## config.mk

```make
export PLATFORM = sky130hd
export DESIGN_NAME = timed_pwm_motor_drive_core_flat
export DESIGN_NICKNAME = d
export VERILOG_FILES = /design/src/rtl/tpmd_pkg.sv /design/src/rtl/tpmd_if.sv /design/src/rtl/timed_pwm_motor_drive_core.sv /design/src/rtl/tpmd_in_stage.sv /design/src/rtl/tpmd_core.sv /design/src/flat_wrapper.sv
export SDC_FILE = /design/constraint.sdc
export NUM_CORES = 1
export LEC_CHECK = 0
export BUFFER_PORTS_ARGS = -buffer_cell sky130_fd_sc_hd__buf_2
export CORE_MARGIN = 2
export CORE_UTILIZATION = 25
export CTS_CLUSTER_DIAMETER = 60
export DETAILED_ROUTE_END_ITERATION = 16
export GPL_TIMING_DRIVEN = 0
export PLACE_DENSITY = 0.52
export SETUP_SLACK_MARGIN = 0.3
export SLEW_MARGIN = 20
export SYNTH_ARGS = -nofsm -noshare
export SYNTH_HDL_FRONTEND = slang
export SYNTH_SLANG_ARGS = --single-unit
```

## constraint.sdc

```tcl
create_clock -name clk_i -period 6.74 [get_ports clk_i]
set_input_delay 0 -clock clk_i [delete_from_list [all_inputs] [get_ports clk_i]]
set_output_delay 0 -clock clk_i [all_outputs]
set_load 0.1 [all_outputs]
```

## src/rtl/tpmd_pkg.sv

```systemverilog
package tpmd_pkg;

  localparam int unsigned PwmW    = 8;
  localparam int unsigned PeriodW = 21;
  localparam int unsigned TmoW    = 16;

  localparam logic [PwmW-1:0] StopDuty = 8'd255;

  typedef enum logic {
    ActCommand = 1'b0,
    ActTick    = 1'b1
  } action_e;

  typedef enum logic [1:0] {
    MotorCcw   = 2'd0,
    MotorCw    = 2'd1,
    MotorOff   = 2'd2,
    MotorBrake = 2'd3
  } motor_cmd_e;

  typedef struct packed {
    action_e                  action;
    motor_cmd_e               motor_cmd;
    logic [PwmW-1:0]          power;
    logic signed [TmoW-1:0]   timeout_ms;
  } cmd_t;

  typedef struct packed {
    logic                  dir_a_on;
    logic                  dir_b_on;
    logic                  pwm_level;
    logic [PwmW-1:0]       duty_now;
    logic [PeriodW-1:0]    ticks_left;
  } res_t;

  // decoded command, held between the input register and the state update
  typedef struct packed {
    action_e               action;
    motor_cmd_e            motor_cmd;
    logic [PwmW-1:0]       power;
    logic                  tmo_zero;
    logic [PeriodW-1:0]    periods;
  } stage_t;

endpackage

```

## src/rtl/tpmd_if.sv

```systemverilog
interface tpmd_cmd_if;
  import tpmd_pkg::*;

  logic valid;
  logic ready;
  cmd_t data;

  modport source (output valid, output data, input ready);
  modport sink   (input valid, input data, output ready);
endinterface

interface tpmd_res_if;
  import tpmd_pkg::*;

  logic valid;
  logic ready;
  res_t data;

  modport source (output valid, output data, input ready);
  modport sink   (input valid, input data, output ready);
endinterface

```

## src/rtl/timed_pwm_motor_drive_core.sv

```systemverilog
// An accepted input passes the input register and then the result register before its result can transfer.
// Throughput: one item per cycle unless output stalls; the state update and result sit in a single register stage.
// Output backpressure stalls both stages; the input register keeps accepting while a slot is free.
// Reset (rst_ni low, asynchronous): PWM counter, duty, both enables and pending period count
// clear to zero, and both pipeline stages empty.
module timed_pwm_motor_drive_core
  import tpmd_pkg::*;
(
  input  logic       clk_i,
  input  logic       rst_ni,
  tpmd_cmd_if.sink   in_i,
  tpmd_res_if.source out_o
);

  logic   s1_valid;
  stage_t s1_stage;
  logic   s1_advance;

  tpmd_in_stage u_in_stage (
    .clk_i     (clk_i),
    .rst_ni    (rst_ni),
    .valid_i   (in_i.valid),
    .cmd_i     (in_i.data),
    .ready_o   (in_i.ready),
    .valid_o   (s1_valid),
    .stage_o   (s1_stage),
    .advance_i (s1_advance)
  );

  tpmd_core u_core (
    .clk_i     (clk_i),
    .rst_ni    (rst_ni),
    .valid_i   (s1_valid),
    .stage_i   (s1_stage),
    .advance_o (s1_advance),
    .valid_o   (out_o.valid),
    .res_o     (out_o.data),
    .ready_i   (out_o.ready)
  );

endmodule

```

## src/rtl/tpmd_in_stage.sv

```systemverilog
module tpmd_in_stage
  import tpmd_pkg::*;
(
  input  logic   clk_i,
  input  logic   rst_ni,
  input  logic   valid_i,
  input  cmd_t   cmd_i,
  output logic   ready_o,
  output logic   valid_o,
  output stage_t stage_o,
  input  logic   advance_i
);

  logic   valid_q;
  stage_t stage_q;
  stage_t stage_d;
  logic   take;

  logic [TmoW-2:0]    raw;
  logic [PeriodW-1:0] raw_ext;

  assign ready_o = !valid_q || advance_i;
  assign take    = valid_i && ready_o;

  assign raw     = cmd_i.timeout_ms[TmoW-2:0];
  assign raw_ext = PeriodW'(raw);

  // t*62 + t/4 as (t<<6) - (t<<1) + (t>>2)
  always_comb begin
    stage_d.action    = cmd_i.action;
    stage_d.motor_cmd = cmd_i.motor_cmd;
    stage_d.power     = cmd_i.power;
    stage_d.tmo_zero  = (cmd_i.timeout_ms == '0);
    if (cmd_i.timeout_ms[TmoW-1]) begin
      stage_d.periods = '0;
    end else begin
      stage_d.periods = (raw_ext << 6) - (raw_ext << 1) + (raw_ext >> 2);
    end
  end

  always_ff @(posedge clk_i or negedge rst_ni) begin
    if (!rst_ni) begin
      valid_q <= 1'b0;
    end else if (ready_o) begin
      valid_q <= valid_i;
    end
  end

  always_ff @(posedge clk_i) begin
    if (take) begin
      stage_q <= stage_d;
    end
  end

  assign valid_o = valid_q;
  assign stage_o = stage_q;

endmodule

```

## src/rtl/tpmd_core.sv

```systemverilog
module tpmd_core
  import tpmd_pkg::*;
(
  input  logic   clk_i,
  input  logic   rst_ni,
  input  logic   valid_i,
  input  stage_t stage_i,
  output logic   advance_o,
  output logic   valid_o,
  output res_t   res_o,
  input  logic   ready_i
);

  logic [PwmW-1:0]    cnt_q, cnt_d;
  logic [PwmW-1:0]    duty_q, duty_d;
  logic               dir_a_q, dir_a_d;
  logic               dir_b_q, dir_b_d;
  logic [PeriodW-1:0] left_q, left_d;
  logic               valid_q;
  res_t               res_q, res_d;

  assign advance_o = valid_i && (!valid_q || ready_i);

  always_comb begin
    cnt_d   = cnt_q;
    duty_d  = duty_q;
    dir_a_d = dir_a_q;
    dir_b_d = dir_b_q;
    left_d  = left_q;
    case (stage_i.action)
      ActTick: begin
        cnt_d = cnt_q + 1'b1;
        // wrap: count down a pending timeout, stop on expiry
        if (cnt_d == '0 && left_q != '0) begin
          left_d = left_q - 1'b1;
          if (left_d == '0) begin
            dir_a_d = 1'b0;
            dir_b_d = 1'b0;
            duty_d  = StopDuty;
          end
        end
      end
      ActCommand: begin
        cnt_d  = '0;
        left_d = stage_i.periods;
        if (stage_i.tmo_zero) begin
          dir_a_d = 1'b0;
          dir_b_d = 1'b0;
          duty_d  = StopDuty;
        end else begin
          case (stage_i.motor_cmd)
            MotorCcw: begin
              dir_a_d = 1'b1;
              dir_b_d = 1'b0;
              duty_d  = stage_i.power;
            end
            MotorCw: begin
              dir_a_d = 1'b0;
              dir_b_d = 1'b1;
              duty_d  = stage_i.power;
            end
            MotorOff: begin
              dir_a_d = 1'b0;
              dir_b_d = 1'b0;
              duty_d  = '0;
            end
            default: begin
              dir_a_d = 1'b0;
              dir_b_d = 1'b0;
              duty_d  = stage_i.power;
            end
          endcase
        end
      end
      default: begin
        cnt_d = cnt_q;
      end
    endcase

    res_d.dir_a_on   = dir_a_d;
    res_d.dir_b_on   = dir_b_d;
    res_d.pwm_level  = (cnt_d <= duty_d);
    res_d.duty_now   = duty_d;
    res_d.ticks_left = left_d;
  end

  always_ff @(posedge clk_i or negedge rst_ni) begin
    if (!rst_ni) begin
      cnt_q   <= '0;
      duty_q  <= '0;
      dir_a_q <= 1'b0;
      dir_b_q <= 1'b0;
      left_q  <= '0;
      valid_q <= 1'b0;
    end else begin
      if (advance_o) begin
        cnt_q   <= cnt_d;
        duty_q  <= duty_d;
        dir_a_q <= dir_a_d;
        dir_b_q <= dir_b_d;
        left_q  <= left_d;
        valid_q <= 1'b1;
      end else if (ready_i) begin
        valid_q <= 1'b0;
      end
    end
  end

  always_ff @(posedge clk_i) begin
    if (advance_o) begin
      res_q <= res_d;
    end
  end

  assign valid_o = valid_q;
  assign res_o   = res_q;

endmodule

```

## src/flat_wrapper.sv

```systemverilog
// flat-port wrapper written by rule: the top's interface ports become plain ports
module timed_pwm_motor_drive_core_flat import tpmd_pkg::*;
  (clk_i, rst_ni, in_i_valid, in_i_data, in_i_ready, out_o_valid, out_o_data, out_o_ready);
  tpmd_cmd_if in_i_i ();
  tpmd_res_if out_o_i ();
  input  logic clk_i;
  input  logic rst_ni;
  input wire logic [$bits(in_i_i.valid)-1:0] in_i_valid;
  input wire logic [$bits(in_i_i.data)-1:0] in_i_data;
  output wire logic [$bits(in_i_i.ready)-1:0] in_i_ready;
  output wire logic [$bits(out_o_i.valid)-1:0] out_o_valid;
  output wire logic [$bits(out_o_i.data)-1:0] out_o_data;
  input wire logic [$bits(out_o_i.ready)-1:0] out_o_ready;
  assign in_i_i.valid = in_i_valid;
  assign in_i_i.data = in_i_data;
  assign in_i_ready = in_i_i.ready;
  assign out_o_valid = out_o_i.valid;
  assign out_o_data = out_o_i.data;
  assign out_o_i.ready = out_o_ready;
  timed_pwm_motor_drive_core u_core (.clk_i(clk_i), .rst_ni(rst_ni), .in_i(in_i_i), .out_o(out_o_i));
endmodule
```

==> results.md <==
| Result | This run | Unit |
|:---|:---|:---|
| Status | finished, final reports clean | - |
| Fraction of final layout cells sized beyond drive strength 1 | 13.50 | % |
| Leakage power summed over all cells | 3.260 | nW |
| DR vias/cell | 4.692 | - |
| Worst IR Drop VDD | 104.6 | uV |
| Clock slew at reported path FFs | 70 | ps |
| Syn Std Cell Area | 6701 | um^2 |
| Total Wirelength | 16980 | um |
| Initial core utilization | 25.57 | % |
| CP Cell Sequence | inv_1 > ha_1 > nor4b_4 > nand4_2 > or3_1 > a2111oi_2 > o2111a_1 > buf_4 > nor3_1 > or2_1 > ha_1 > nor2b_1 > o21a_1 > o21ai_0 > nand2b_1 > a21oi_1 > o21ai_0 > o21ai_0 | - |
| Post-Syn Instances | 690 | - |
| Endpoint of the most critical register-to-register path | u_core.u_core.res_o[29] | - |
| Net Count, Synth | 769 | - |
| Final hold viol count | 0 | - |
| Vias in the first global route | 5018 | - |
| Worst setup path class | reg2reg | - |
| # Post-CTS Setup Buffers | 0 | - |
| Most used DFF post-synth | sky130_fd_sc_hd__edfxtp_1 | - |
| Count of buffers from port buffering | 63 | - |
| TritonCTS Buffers | 9 | - |
| Final critical path time including I/O delays and setup | 4463 | ps |
| Detailed Route Iter0 Violations | 361 | - |
| Pin count of the biggest net entering global routing | 42 | - |
| Number of storage elements in the synthesis netlist | 106 | - |
| Number of max-slew violations in the final report | 0 | - |
| Clock Path Buffers | 2 | - |
| Net switching power | 0.8248 | mW |
| CP dominant cell by count | sky130_fd_sc_hd__o21ai_0 | - |
| Drt pass-1 iters | 5 | - |
| Worst-case reg-to-reg path depth | 18 | - |
| Type of origin of the critical path | flop | - |
| Hold endpoint | u_core.u_in_stage.stage_o[21] | - |
| Pwr per Cell Area | 274.6 | nW/um^2 |
| Total clock sinks | 106 | - |
| Clock power share | 25.2 | % |
| Sequential share of the synthesized area | 44.44 | % |
| Slew at the pin closest to its max-slew limit | 1012 | ps |
| Internal Dissipation | 1.357 | mW |
| Non-filler cells, final | 1120 | - |
| Overall die area | 28130 | um^2 |
| R2R setup slack | 2280 | ps |
| Initial antenna violation count | 0 | - |
| Delay of the slowest cell on the worst path | 500 | ps |
| Row count | 59 | - |
| First-pass GRT wire length | 27410 | um |
| Length of routed met3 wiring | 499 | um |
| CTS root buffer | sky130_fd_sc_hd__clkbuf_16 | - |
| Switching part of the total | 37.81 | % |
| Post-layout nets | 859 | - |
| Required @ worst endpoint | 6920 | ps |
| Via count | 5255 | - |
| Final Wtd Congestion | 0.8184 | - |
| Layout-stage area growth over the synthesis result | 18.54 | % |
| Proportion of synthesized flip-flops having asynchronous set or reset | 38.68 | % |
| Final worst-path cycle share | 66.21 | % |
| Hold-fix buffer count after cts | 14 | - |
| Total of cells resized after clock tree synthesis | 0 | - |
| Worst rel slew slack | 32.41 | % |
| Worst skew pair latency | 360 | ps |
| Synthesized area divided by synthesized cell count | 9.712 | um^2 |
| Clock tree from TritonCTS | done | - |
| Highest Signal Layer | met4 | - |
| Post-synth EDFFs | 65 | - |
| Data arrival time of the critical path | 4650 | ps |
| Number of stages on the worst hold path | 2 | - |
| Dpl hpwl | 12900 | um |
| Number of distinct library cells after synthesis | 59 | - |
| Routed WL per cell | 15.16 | um |
| Combined buffer and inverter count along the critical path | 2 | - |
| I/O Pins | 65 | - |
| Instance count after placement with tap cells included | 1090 | - |
| Number of antenna repair diodes | 0 | - |
| Chip Width | 167.7 | um |
| DRC violation count after routing | 0 | - |
| RSZ-0062 raised after global routing | no | - |
| Worst Setup End Kind | flop | - |
| Final standard cell utilization of the core | 30.31 | % |
| Area of the core | 26210 | um^2 |
| Warnings, synthesis | 0 | - |
| Vertical die dimension | 167.7 | um |
| Family with the most delay on the worst path | simple AND/OR/NAND/NOR gates | - |
| Classification of the worst-slack hold path | in2reg | - |
| GR Util All Layers | 12.42 | % |
| Post-route clock skew | 11.51 | ps |
| Proportion of power drawn by flip-flops and latches | 39.7 | % |
| Setup violators final | 0 | - |
| H-tree depth | 3 | - |
| Library cell contributing the largest single delay on the critical path | sky130_fd_sc_hd__nor4b_4 | - |
| Worst R2R Start | u_core.u_core.left_q[0] | - |
| Detailed-routed wire length on met2 | 7713 | um |
| Startpoint of the tightest hold check path | in_i_data[8] | - |
| Overall power of the completed layout | 2.181 | mW |
| Total negative setup slack | 0 | ps |
| Remaining global-route overflow | 0 | - |
| Remaining antenna violation count | 0 | - |
| Max-cap check violation count | 0 | - |
| Critical Path Fanout Max | 10 | - |
| Met1 layer wirelength in the final routing | 8584 | um |
| Logic gate share of total power | 35.1 | % |
| Timing-limited maximum frequency | 224.1 | MHz |
==> Yosys cell counts (18+ instances only) <==
| cell | count | area (um^2) |
|---|---|---|
| sky130_fd_sc_hd__nor3_1 | 23 | 115.1 |
| sky130_fd_sc_hd__ha_1 | 40 | 500.5 |
| sky130_fd_sc_hd__dfrtp_1 | 41 | 1026 |
| sky130_fd_sc_hd__a21oi_1 | 63 | 315.3 |
| sky130_fd_sc_hd__clkbuf_1 | 29 | 108.9 |
| sky130_fd_sc_hd__nor2_1 | 84 | 315.3 |
| sky130_fd_sc_hd__inv_1 | 38 | 142.6 |
| sky130_fd_sc_hd__nand2_1 | 45 | 168.9 |
| sky130_fd_sc_hd__o22ai_1 | 19 | 118.9 |
| sky130_fd_sc_hd__edfxtp_1 | 65 | 1952 |
| sky130_fd_sc_hd__xnor2_1 | 18 | 157.7 |
| sky130_fd_sc_hd__xor2_1 | 23 | 201.4 |
==> state kept, by name, summed over array words and instances, names as in the netlist <==
register,flops
u_core.u_core.left_q,21
u_core.u_core.cnt_q,8
u_core.u_core.res_o,32
u_core.u_in_stage.stage_o,33
u_core.u_core.duty_q,8
u_core.u_core.dir_a_q,1
u_core.u_core.valid_o,1
u_core.u_in_stage.valid_o,1
u_core.u_core.dir_b_q,1
==> worst max-delay path by stage <==
stage	slack [ps]	cells after the start	endpoint	start
2_1_floorplan	2940	18	u_core.u_core.res_o[29]	u_core.u_core.left_q[0]
3_3_place_gp	2240	18	u_core.u_core.res_o[29]	u_core.u_core.left_q[0]
3_5_place_dp	2260	18	u_core.u_core.res_o[29]	u_core.u_core.left_q[0]
4_1_cts	2250	18	u_core.u_core.res_o[29]	u_core.u_core.left_q[0]
5_1_grt	1940	18	u_core.u_core.res_o[29]	u_core.u_core.left_q[0]
6_report	2280	18	u_core.u_core.res_o[29]	u_core.u_core.left_q[0]
==> layout make-up <==
cell class	count	area, um^2
clock inverter	6	68.82
sequential	106	2978
inverter	40	150.1
buffer	38	151.4
fill	2720	18260
tap	335	419.2
timing repair buffer	79	513.0
clock buffer	10	239.0
multi-input combinational	506	3425
==> layout by cell type, fill, tap and decap left out, drive strengths merged, types with 18 or more instances in the layout <==
cell	count
a21oi	63
o22ai	19
edfxtp	65
nor2	84
nand2	45
xor2	23
nor3	23
xnor2	18
inv	44
ha	40
clkbuf	39
buf	74
dfrtp	41
==> cells by family after synthesis <==
family,count (synthesis),synth area share [%]
mux,27,4.220
xor+xnor,41,5.358
compound gates,146,13.69
flops,106,44.44
buf+inv,78,4.481
simple gates,244,17.96
fa+ha+maj,48,9.858
==> power by group through the flow <==
stage | registers (mW) | logic (mW) | clock network [mW]
floorplan | 1.03 | 0.434 | 0
global placement | 0.880 | 0.747 | 0
detailed placement | 0.879 | 0.761 | 0
CTS | 0.865 | 0.770 | 0.570
global route | 0.878 | 0.846 | 0.593
finish | 0.866 | 0.766 | 0.550
==> per-layer routing <==
metal,track usage (%),vias to the layer above
li1,-,2645
met1,17.93,2497
met4,3.327,0
met3,1.749,12
met2,19.50,101
met5,0,-
==> per-stage QoR <==
step / hold WS, ps / setup WS (ps) / area [um^2]
CTS: 27.90 / 2247 / 7941
floorplan: -295.6 / 2943 / 6701
detailed placement: 182.2 / 2260 / 7493
finish: 41.99 / 2277 / 7944
global route: 45.47 / 1943 / 7944
global placement: 181.4 / 2237 / 7436
==> worst register-to-register path: cells and delay by family, from the launching register on <==
family          cells  cell delay (ps)
buf+inv             2              280
flops               1              450
fa+ha+maj           2              510
compound gates      7             1250
simple gates        7             1810
(Power assumes the default switching activity.)
